[config.mk]
export PLATFORM = sky130hd
export DESIGN_NAME = dshot_throttle_frame_encoder_top
export DESIGN_NICKNAME = d
export VERILOG_FILES = /design/src/dtfe_pkg.sv /design/src/dtfe_front.sv /design/src/dtfe_queue.sv /design/src/dtfe_back.sv /design/src/dshot_throttle_frame_encoder_top.sv
export SDC_FILE = /design/constraint.sdc
export NUM_CORES = 1
export LEC_CHECK = 0
export ABC_CLOCK_PERIOD_IN_PS = 7400
export BUFFER_PORTS_ARGS = -buffer_cell sky130_fd_sc_hd__buf_2
export CAP_MARGIN = 10
export CORE_MARGIN = 5
export CORE_UTILIZATION = 45
export DETAILED_ROUTE_END_ITERATION = 8
export GPL_ROUTABILITY_DRIVEN = 0
export GPL_TIMING_DRIVEN = 0
export SLEW_MARGIN = 20
export SYNTH_ARGS = -nofsm -noshare
export SYNTH_HDL_FRONTEND = slang
export SYNTH_SLANG_ARGS = --single-unit
[constraint.sdc]
create_clock -name clk -period 7.4 [get_ports clk]
set_input_delay 0.74 -clock clk [delete_from_list [all_inputs] [get_ports clk]]
set_output_delay 0.74 -clock clk [all_outputs]
set_load 0.02 [all_outputs]
[src/dtfe_pkg.sv]
// Shared types and constants for the DShot throttle frame encoder.
// No dependencies; imported by every module of the block.
`default_nettype none
package dtfe_pkg;

    localparam int VALUE_W = 11;
    localparam int CMD_W   = 16;
    localparam int NUMER_W = 27;
    localparam int QUO_W   = 12;

    localparam logic [VALUE_W-1:0] VALUE_STOP    = 11'd0;
    localparam logic [VALUE_W-1:0] VALUE_TOP     = 11'd2047;
    localparam logic [VALUE_W-1:0] THROTTLE_LOW  = 11'd48;
    localparam logic [VALUE_W-1:0] THROTTLE_STEP = 11'd1999;
    localparam logic [CMD_W-1:0]   SPAN_RESET    = 16'd1000;
    localparam logic [3:0]         NIBBLE_MASK   = 4'hF;

    // radix-4 long division: two quotient bits per step
    localparam logic [2:0] DIV_LAST = 3'(QUO_W / 2 - 1);

    typedef enum logic [0:0] {
        CFG_TRAVEL_SPAN = 1'b0,
        CFG_INV_CSUM    = 1'b1
    } cfg_index_t;

    typedef enum logic [0:0] {
        OP_DIRECT = 1'b0,
        OP_DIVIDE = 1'b1
    } op_t;

    typedef enum logic [0:0] {
        BK_IDLE = 1'b0,
        BK_DIV  = 1'b1
    } bk_state_t;

    // one classified item in flight between front and back
    typedef struct packed {
        op_t                op;
        logic [VALUE_W-1:0] value;
        logic               fault;
        logic               tel;
        logic [NUMER_W-1:0] numer;
        logic [CMD_W-1:0]   den;
    } entry_t;

endpackage
`default_nettype wire

[src/dtfe_front.sv]
// Front end: accepts input transactions and classifies them.
// Depends on dtfe_pkg; forms the scaled numerator for the divider.
`default_nettype none
module dtfe_front (
    input  wire logic                        in_valid,
    output logic                             in_ready,
    input  wire logic                        kind,
    input  wire logic [dtfe_pkg::CMD_W-1:0]  command,
    input  wire logic                        telemetry_request,
    input  wire logic [dtfe_pkg::CMD_W-1:0]  span,
    output logic                             q_valid,
    input  wire logic                        q_ready,
    output dtfe_pkg::entry_t                 q_entry
);
    import dtfe_pkg::*;

    logic [CMD_W-1:0]   cmd_m1;
    logic [CMD_W-1:0]   den;
    logic [NUMER_W-1:0] prod;

    assign in_ready = q_ready;
    assign q_valid  = in_valid;

    assign cmd_m1 = command - 16'd1;
    assign den    = span - 16'd1;
    // (cmd-1)*1999, to which den/2 is added below; bounded below 2^27 since cmd < span
    assign prod   = NUMER_W'(cmd_m1) * NUMER_W'(THROTTLE_STEP);

    always_comb
    begin
        q_entry.op    = OP_DIRECT;
        q_entry.value = VALUE_STOP;
        q_entry.fault = 1'b0;
        q_entry.tel   = telemetry_request;
        q_entry.numer = prod + NUMER_W'(den[CMD_W-1:1]);
        q_entry.den   = den;
        if (kind)
        begin
            if (command > 16'(VALUE_TOP))
                q_entry.fault = 1'b1;
            else
                q_entry.value = command[VALUE_W-1:0];
        end
        else if (command == 16'd0)
        begin
            q_entry.value = VALUE_STOP;
        end
        else if (span <= 16'd1 || command >= span)
        begin
            q_entry.value = VALUE_TOP;
        end
        else
        begin
            q_entry.op = OP_DIVIDE;
        end
    end

endmodule
`default_nettype wire

[src/dtfe_queue.sv]
// Two-entry queue between front and back of the frame encoder.
// Depends on dtfe_pkg for the entry type.
`default_nettype none
module dtfe_queue (
    input  wire logic             clk,
    input  wire logic             rst_n,
    input  wire logic             wr_valid,
    output logic                  wr_ready,
    input  wire dtfe_pkg::entry_t wr_entry,
    output logic                  rd_valid,
    input  wire logic             rd_ready,
    output dtfe_pkg::entry_t      rd_entry
);
    import dtfe_pkg::*;

    entry_t     mem_reg [2];
    logic       wr_ptr_reg, wr_ptr_next;
    logic       rd_ptr_reg, rd_ptr_next;
    logic [1:0] count_reg, count_next;
    logic       push, pop;

    assign wr_ready = (count_reg != 2'd2);
    assign rd_valid = (count_reg != 2'd0);
    assign rd_entry = mem_reg[rd_ptr_reg];
    assign push     = wr_valid && wr_ready;
    assign pop      = rd_valid && rd_ready;

    always_comb
    begin
        wr_ptr_next = push ? ~wr_ptr_reg : wr_ptr_reg;
        rd_ptr_next = pop  ? ~rd_ptr_reg : rd_ptr_reg;
        count_next  = count_reg + 2'(push) - 2'(pop);
    end

    always_ff @(posedge clk or negedge rst_n)
    begin
        if (!rst_n)
        begin
            wr_ptr_reg <= 1'b0;
            rd_ptr_reg <= 1'b0;
            count_reg  <= 2'd0;
        end
        else
        begin
            wr_ptr_reg <= wr_ptr_next;
            rd_ptr_reg <= rd_ptr_next;
            count_reg  <= count_next;
        end
    end

    always_ff @(posedge clk)
    begin
        if (push)
            mem_reg[wr_ptr_reg] <= wr_entry;
    end

endmodule
`default_nettype wire

[src/dtfe_back.sv]
// Back end: radix-4 divider, frame assembly with checksum, output register.
// Depends on dtfe_pkg; takes classified entries from dtfe_queue.
`default_nettype none
module dtfe_back (
    input  wire logic                          clk,
    input  wire logic                          rst_n,
    input  wire logic                          inv_csum,
    input  wire logic                          q_valid,
    output logic                               q_ready,
    input  wire dtfe_pkg::entry_t              q_entry,
    output logic                               out_valid,
    input  wire logic                          out_ready,
    output logic [15:0]                        frame,
    output logic [dtfe_pkg::VALUE_W-1:0]       value_sent,
    output logic                               fault_stop
);
    import dtfe_pkg::*;

    bk_state_t          st_reg, st_next;
    logic [2:0]         cnt_reg, cnt_next;
    logic [15:0]        rem_reg, rem_next;
    logic [QUO_W-1:0]   quo_reg, quo_next;
    logic [QUO_W-1:0]   low_reg, low_next;
    logic [15:0]        den_reg, den_next;
    logic [17:0]        den3_reg, den3_next;
    logic               tel_reg, tel_next;

    logic               ov_reg, ov_next;
    logic [15:0]        frame_reg, frame_next;
    logic [VALUE_W-1:0] value_reg, value_next;
    logic               fault_reg, fault_next;

    logic               out_free;
    logic [17:0]        trial;
    logic [17:0]        den1_x;
    logic [17:0]        den2_x;
    logic [17:0]        sub;
    logic [1:0]         digit;
    logic [15:0]        rem_step;
    logic [QUO_W-1:0]   quo_step;
    logic [VALUE_W-1:0] div_value;

    function automatic logic [15:0] build_frame(input logic [VALUE_W-1:0] v,
                                                input logic t, input logic inv);
        logic [11:0] p;
        logic [3:0]  cs;
        p  = {v, t};
        cs = p[3:0] ^ p[7:4] ^ p[11:8];
        if (inv)
            cs = ~cs & NIBBLE_MASK;
        return {p, cs};
    endfunction

    assign out_free   = !ov_reg || out_ready;
    assign out_valid  = ov_reg;
    assign frame      = frame_reg;
    assign value_sent = value_reg;
    assign fault_stop = fault_reg;

    // one radix-4 step: remainder stays below den
    assign trial  = {rem_reg, low_reg[QUO_W-1:QUO_W-2]};
    assign den1_x = {2'b00, den_reg};
    assign den2_x = {1'b0, den_reg, 1'b0};

    always_comb
    begin
        if (trial >= den3_reg)
        begin
            digit = 2'd3;
            sub   = den3_reg;
        end
        else if (trial >= den2_x)
        begin
            digit = 2'd2;
            sub   = den2_x;
        end
        else if (trial >= den1_x)
        begin
            digit = 2'd1;
            sub   = den1_x;
        end
        else
        begin
            digit = 2'd0;
            sub   = 18'd0;
        end
    end

    assign rem_step  = 16'(trial - sub);
    assign quo_step  = {quo_reg[QUO_W-3:0], digit};
    assign div_value = THROTTLE_LOW + quo_step[VALUE_W-1:0];

    always_comb
    begin
        st_next    = st_reg;
        cnt_next   = cnt_reg;
        rem_next   = rem_reg;
        quo_next   = quo_reg;
        low_next   = low_reg;
        den_next   = den_reg;
        den3_next  = den3_reg;
        tel_next   = tel_reg;
        ov_next    = ov_reg && !out_ready;
        frame_next = frame_reg;
        value_next = value_reg;
        fault_next = fault_reg;
        q_ready    = 1'b0;

        unique case (st_reg)
            BK_IDLE:
            begin
                if (q_valid)
                begin
                    unique case (q_entry.op)
                        OP_DIRECT:
                        begin
                            if (out_free)
                            begin
                                q_ready    = 1'b1;
                                ov_next    = 1'b1;
                                frame_next = build_frame(q_entry.value, q_entry.tel,
                                                         inv_csum);
                                value_next = q_entry.value;
                                fault_next = q_entry.fault;
                            end
                        end
                        OP_DIVIDE:
                        begin
                            q_ready   = 1'b1;
                            st_next   = BK_DIV;
                            cnt_next  = 3'd0;
                            rem_next  = {1'b0, q_entry.numer[NUMER_W-1:QUO_W]};
                            low_next  = q_entry.numer[QUO_W-1:0];
                            quo_next  = '0;
                            den_next  = q_entry.den;
                            den3_next = {2'b00, q_entry.den} + {1'b0, q_entry.den, 1'b0};
                            tel_next  = q_entry.tel;
                        end
                        default: ;
                    endcase
                end
            end
            BK_DIV:
            begin
                if (cnt_reg != DIV_LAST)
                begin
                    cnt_next = cnt_reg + 3'd1;
                    rem_next = rem_step;
                    quo_next = quo_step;
                    low_next = {low_reg[QUO_W-3:0], 2'b00};
                end
                else if (out_free)
                begin
                    st_next    = BK_IDLE;
                    ov_next    = 1'b1;
                    frame_next = build_frame(div_value, tel_reg, inv_csum);
                    value_next = div_value;
                    fault_next = 1'b0;
                end
            end
            default: st_next = BK_IDLE;
        endcase
    end

    always_ff @(posedge clk or negedge rst_n)
    begin
        if (!rst_n)
        begin
            st_reg  <= BK_IDLE;
            cnt_reg <= 3'd0;
            ov_reg  <= 1'b0;
        end
        else
        begin
            st_reg  <= st_next;
            cnt_reg <= cnt_next;
            ov_reg  <= ov_next;
        end
    end

    always_ff @(posedge clk)
    begin
        rem_reg   <= rem_next;
        quo_reg   <= quo_next;
        low_reg   <= low_next;
        den_reg   <= den_next;
        den3_reg  <= den3_next;
        tel_reg   <= tel_next;
        frame_reg <= frame_next;
        value_reg <= value_next;
        fault_reg <= fault_next;
    end

`ifndef SYNTHESIS
    a_cnt_bound: assert property (@(posedge clk) disable iff (!rst_n)
        cnt_reg <= DIV_LAST)
        else $error("divider step count out of range");

    a_rem_below_den: assert property (@(posedge clk) disable iff (!rst_n)
        (st_reg == BK_DIV) |-> (rem_reg < den_reg))
        else $error("partial remainder not below divisor");

    a_fault_is_stop: assert property (@(posedge clk) disable iff (!rst_n)
        (ov_reg && fault_reg) |-> (value_reg == VALUE_STOP))
        else $error("fault result carries a nonzero value");

    a_no_pop_busy: assert property (@(posedge clk) disable iff (!rst_n)
        (st_reg == BK_DIV) |-> !q_ready)
        else $error("queue popped while divider busy");
`endif

endmodule
`default_nettype wire

[src/dshot_throttle_frame_encoder_top.sv]
// DShot throttle frame encoder, top level: config registers, front, queue, back.
// Depends on dtfe_pkg, dtfe_front, dtfe_queue and dtfe_back.
// Path: raw, stop and full-throttle items pass through the queue and the output
//   register; mapped travel also goes through the radix-4 divider.
// Throughput: 1 transaction per cycle for non-divided items while out_ready holds;
//   divided items wait for the single shared divider (one load plus 6 steps).
// Reset (async, active low): travel_span = 1000, inverted_checksum = 0, queue
//   and output empty.
`default_nettype none
module dshot_throttle_frame_encoder_top (
    input  wire logic                         clk,
    input  wire logic                         rst_n,
    // configuration write port
    input  wire logic                         cfg_we,
    input  wire logic [0:0]                   cfg_index,
    input  wire logic [15:0]                  cfg_wdata,
    // input transaction
    input  wire logic                         in_valid,
    output logic                              in_ready,
    input  wire logic                         kind,
    input  wire logic [dtfe_pkg::CMD_W-1:0]   command,
    input  wire logic                         telemetry_request,
    // result transaction
    output logic                              out_valid,
    input  wire logic                         out_ready,
    output logic [15:0]                       frame,
    output logic [dtfe_pkg::VALUE_W-1:0]      value_sent,
    output logic                              fault_stop
);
    import dtfe_pkg::*;

    logic [CMD_W-1:0] span_reg, span_next;
    logic             inv_reg, inv_next;

    logic   fq_valid, fq_ready;
    entry_t fq_entry;
    logic   qb_valid, qb_ready;
    entry_t qb_entry;

    // configuration registers; meant to be written only while the block is idle
    always_comb
    begin
        span_next = span_reg;
        inv_next  = inv_reg;
        if (cfg_we)
        begin
            unique case (cfg_index_t'(cfg_index))
                CFG_TRAVEL_SPAN: span_next = cfg_wdata;
                CFG_INV_CSUM:    inv_next  = cfg_wdata[0];
                default: ;
            endcase
        end
    end

    always_ff @(posedge clk or negedge rst_n)
    begin
        if (!rst_n)
        begin
            span_reg <= SPAN_RESET;
            inv_reg  <= 1'b0;
        end
        else
        begin
            span_reg <= span_next;
            inv_reg  <= inv_next;
        end
    end

    // front: classify and scale, no state of its own
    dtfe_front u_front (
        .in_valid          (in_valid),
        .in_ready          (in_ready),
        .kind              (kind),
        .command           (command),
        .telemetry_request (telemetry_request),
        .span              (span_reg),
        .q_valid           (fq_valid),
        .q_ready           (fq_ready),
        .q_entry           (fq_entry)
    );

    // decouples intake from the multi-cycle divider
    dtfe_queue u_queue (
        .clk      (clk),
        .rst_n    (rst_n),
        .wr_valid (fq_valid),
        .wr_ready (fq_ready),
        .wr_entry (fq_entry),
        .rd_valid (qb_valid),
        .rd_ready (qb_ready),
        .rd_entry (qb_entry)
    );

    // back: divide where needed, build frame, hold result for the consumer
    dtfe_back u_back (
        .clk        (clk),
        .rst_n      (rst_n),
        .inv_csum   (inv_reg),
        .q_valid    (qb_valid),
        .q_ready    (qb_ready),
        .q_entry    (qb_entry),
        .out_valid  (out_valid),
        .out_ready  (out_ready),
        .frame      (frame),
        .value_sent (value_sent),
        .fault_stop (fault_stop)
    );

endmodule
`default_nettype wire
# Yosys cells after proc, flatten, opt, wreduce, memory -nomap -nowiden
# Memories as Yosys holds them, arrays and structs flattened.
# Index checks and enable logic that the tools add are counted.
totals:
  memories: 1
  word_cells: 135
  ramBits: 114
  regBits: 126
  in_bits: 40
op_classes:
  muxes: 67
  addsub: 9
  bitwise: 11
  n_reduce_logical: 14
  multipliers: 1
  n_lt_le_gt_ge: 6
  eq_ne: 9
mem_list:
  columns: ["name", "words", "width", "rd", "rd_ports_with_merged_regs", "wr", "line_no", "source"]
  rows:
  - ["u_queue.mem_reg", 2, 57, 1, 0, 1, "dtfe_queue.sv:16", "entry_t mem_reg [2];"]
op_table:
  columns: ["cell", "n"]
  rows:
  - ["$mux W16", 11]
  - ["$mux W11", 9]
  - ["$pmux W16 S2", 2]
  - ["$mux W12", 3]
  - ["$sub A16 B1 Y16 const B", 2]
  - ["$add A27 B15 Y27", 1]
  - ["$mul A16 B11 Y27 const B", 1]
  - ["$mux W9", 3]
  - ["$mux W1", 24]
  - ["$pmux W12 S2", 1]
  - ["$pmux W11 S2", 1]
  - ["$add A16 B17 Y18", 1]
  - ["$ge A18 B16 Y1", 1]
  - ["$ge A18 B17 Y1", 1]
  - ["$ge A18 B18 Y1", 1]
  - ["$pmux W9 S2", 1]
  - ["$ge A16 B16 Y1", 1]
  - ["$gt A16 B11 Y1 const B", 1]
  - ["$le A16 B1 Y1 const B", 1]
  - ["$logic_not A16 Y1", 1]
  - ["$sub A16 B16 Y16", 1]
  - ["$xor A4 B4 Y4", 4]
  - ["$ne A2 B2 Y1 const B", 6]
  - ["$add A6 B11 Y11 const A", 1]
  - ["other kinds (19)", 38]

# Longest topological paths before layout
logic_depth:
  depth_word: 12
  mapped_depth: 27
  ltp_nobuf: 27

# Cells and area by module
# From an unflattened synthesis, not the netlist that was laid out.
hier_totals:
  hier_cells: 1550
  area_unflattened_um2: 17451.7
by_module_without_submodules:
  columns: ["mod", "cells_each", "area_per_inst_um2", "n_inst"]
  rows:
  - ["dtfe_back", 629, 6641.4, 1]
  - ["dtfe_front", 684, 5766.8, 1]
  - ["dtfe_queue", 199, 4332.9, 1]
  - ["dshot_throttle_frame_encoder_top", 38, 710.7, 1]

# Worst setup path after synthesis
# No wires, ideal clock.
synth_path:
  path_type: "input to register"
  startpoint: "in command[0] in the netlist's numbering"
  endpoint: "mem u_queue.mem_reg[0][40] in the netlist's numbering, data pin"
  t_arrival_ns: 6.938
  n_path_buf: 0
  path_slack_ns: 0.265
  cell_stages: 26
  setup_ns: 0.197
  path_cell_list: "inv_1 -> ha_1 -> nor3b_1 -> nand2b_1 -> or3_1 -> or4_1 -> xnor2_1 -> ha_1 -> inv_1 -> fa_1 -> inv_1 -> fa_1 -> fa_1 -> inv_1 -> fa_1 -> inv_1 -> ha_1 -> a21o_1 -> o21a_1 -> o21ai_1 -> or3_1 -> a31o_1 -> a21oi_1 -> and2_1 -> o21ai_1 -> a221oi_1"
synth_lines:
  columns: ["item", "line_no", "source"]
  rows:
  - ["from (decl)", "dshot_throttle_frame_encoder_top.sv:21", "input wire logic [dtfe_pkg::CMD_W-1:0] command,"]
  - ["to (decl)", "dtfe_queue.sv:16", null]

==> results.md <==
* Buffer depth of the longest clock path at 3
* Mean instance size in the synthesized netlist at 10.92 um2
* Die area at around 0.042 mm2
* Fraction of registers with async set/reset at 11.40%
* Register bit total from synthesis at 228
* Synth warn at 0
* Most common cell after layout, fill and taps aside: inv_1
* Hold Violations, Final at 0
* Fraction of final layout cells with drive strength greater than 1 at a little over a tenth
* Filler Cells Inserted at around 3400
* Number of global-route vias before repair at 11492
* Cell at the root of the clock tree: clkbuf_16
* Kind of end point of the critical path: flip-flop
* Wirelength per Cell at 18.14 um
* Yosys cell types at between 60 and 70
* H-tree Lvls at 1
* Hold Crit Class: in2async
* Place WS at -0.9477 ns
* Main flop type after synthesis: edfxtp_1
* Core area at ~0.038 mm2
* Max FFs per register at 114
* Total track usage at between 10% and 20%
* Nature of the critical path startpoint: input pin
* Max-slew headroom at the worst pin at 37.64%
* Clock transition time at the flip-flop clock pins of the worst setup and hold paths at 0.06 ns
* Starting density of the core at 45.41%
* Slew at the pin closest to its max-slew limit at 0.9354 ns
* Number of antenna violations at the first check in global routing at 3
* Critical path depth in cells at 27
* CP endpoint: u_queue.mem_reg[0][42]
* Final setup viols at 0
* Number of nets in the layout at between 1500 and 2000
* Residual DRC count at 0
* Violation count after the first detailed-routing iteration at 640
* Post-Synthesis Cell Area at ~0.017 mm2
* Kind of cell adding the most delay to the critical path: adder cells
* Final period utilization at 95.80%
* Placement row count at 71
* Number of vias per cell at 5.148
* Sinks on the clock net at roughly 230
* Antenna Nets Post-Route at 0
* Fin crit period at 7.089 ns
* Data required time at the worst endpoint at 7.64 ns
* Commonest cells after routing, fill and taps aside: inv_1 (255), edfxtp_1 (202), ha_1 (185), fa_1 (98), xnor2_1 (82)
* Launching instance or port of the critical path: command[0]
* Placed Cells incl. Taps at around 2100
* Data arrival time at the worst-slack endpoint at 7.33 ns
* Category of the most critical setup path: in2reg
* Number of flops mapped to enable cells by yosys at 202
* CTS Buf Count at 25
* Reg-to-Reg Start: span_reg[2]
* Max-cap viol count at 0
* Outcome: finished clean
* Total half-perimeter wirelength after legalization and detailed placement at approximately 33000 um
* Worst clock skew at 0.03102 ns
* Floorplan die height at between 200 and 250 um
* Latest clock arrival within the worst-skew pair at between 0.5 and 0.6 ns
* Reg2reg path depth at 22
* Die boundary width at 204.7 um
* Sequential-to-total area share from yosys stat at between 30% and 40%
* Syn-to-layout area delta at 12.27%
* R2R Setup Slk at 0.81 ns
* Number of nets produced by synthesis at 1886
* Wirelength, routed at 39880 um
* Maximum number of pins on one net before global-route repair at 52
* First-pass GRT wire length at 63720 um
* Buffers added on ports at 69
* Number of max-slew violations in the final report at 0
* Number of standard cells in the final layout excluding fillers at approximately 2200
* FF-to-FF End: u_queue.mem_reg[1][35]
* Remaining global-route overflow at 0
* Total number of vias at 11316
* Top-level I/O count at 70
* Post-Synthesis Cells at 1563
* Largest driver fanout on the critical path at 9
* Worst-path cell with the longest stage delay: fa_1
* Fmax at 0.1411 GHz
* DRT Pass-1 Iters at 5
* Least setup slack across all paths after layout at 0.3106 ns
* Stage delay of the slowest cell on the critical path at 0.56 ns
* Worst path bufs/invs at 6
* TritonCTS clock tree: yes
* Final core occ at 50.98%
cells by family (layout without fill, tap and decap cells):
family | after synthesis | in the layout | synth area share [%]
xor+xnor | 116 | 116 | 5.954
mux | 52 | 52 | 3.168
buf+inv | 298 | 421 | 6.827
other cells | 0 | 1 | 0
flops | 228 | 228 | 39.40
fa+ha+maj | 283 | 283 | 25.06
simple gates | 298 | 298 | 8.630
compound gates | 288 | 288 | 10.95
through the flow:
step	TNS [ns]	hold WS (ns)	cell area, um2
floorplan	0	0.4444	17060
global placement	-6.185	0.4761	18050
detailed placement	-7.452	0.4940	18230
CTS	0	0.2156	19100
global route	-0.04526	0.2480	19150
finish	0	0.2171	19160
cell type report:
type | count | area, um2 | share of cell area [%]
clock inverters | 15 | 176.4 | 0.9209
clock buffers | 31 | 658.1 | 3.435
multi-input cells | 1037 | 9283 | 48.46
inverters | 257 | 968.4 | 5.055
diodes | 1 | 2.502 | 0.01306
plain buffers | 41 | 200.2 | 1.045
flip-flops and latches | 228 | 6724 | 35.10
repair buffers | 77 | 505.5 | 2.639
well taps | 511 | 639.4 | 3.337
what timing repair did:
action	CTS	global route
resized for setup	6	6
endpoints found under the setup margin	4	4
buffers inserted	0	2
pin swaps	0	2
hold buffers	0	0
synthesized netlist by cell type (22+ instances only):
cell type | n | area [um2]
inv_1 | 256 | 960.9
edfxtp_1 | 202 | 6066
ha_1 | 185 | 2315
fa_1 | 98 | 1962
xnor2_1 | 85 | 744.5
nand2_1 | 74 | 277.8
nor2_1 | 69 | 259.0
a21oi_1 | 67 | 335.3
o21ai_0 | 61 | 305.3
a21o_1 | 47 | 352.8
mux2i_1 | 36 | 360.4
xor2_1 | 31 | 271.5
nor2b_1 | 28 | 175.2
nor3_1 | 23 | 115.1
nand3_1 | 22 | 110.1
per-layer routing:
| layer | GRT usage [%] | vias to the layer above | part of all wire (%) |
|---|---|---|---|
| li1 | - | 5596 | - |
| met1 | 28.95 | 5483 | 49 |
| met2 | 30.83 | 191 | 46 |
| met3 | 1.456 | 46 | 3.3 |
| met4 | 3.972 | 0 | 2.1 |
| met5 | 0 | - | 0 |
worst min-delay path by stage:
stage | startpoint | cells after the start | slack (ns) | end
3_3_place_gp | u_queue.wr_ptr_reg | 1 | 0.48 | u_queue.wr_ptr_reg
3_5_place_dp | u_queue.count_reg[1] | 1 | 0.49 | u_queue.count_reg[1]
4_1_cts | rst_n | 1 | 0.22 | u_back.st_reg
6_report | rst_n | 1 | 0.22 | u_back.st_reg
2_1_floorplan | rst_n | 0 | 0.44 | inv_reg
5_1_grt | rst_n | 1 | 0.25 | u_back.out_valid
worst register-to-register path: cells and delay by family, from the launching register on:
kind	cells	cell delay (ns)
XOR/XNOR	2	0.70
AND/OR/NAND/NOR	7	1.96
flip-flops	1	0.43
AO/OA/AOI/OAI	4	0.69
buffers and inverters	4	0.28
adder cells (fa/ha/maj)	5	2.25
Power is left out: the tool's default activity adds up to more than one toggle a clock period on the data nets, which glitch-free logic cannot reach.
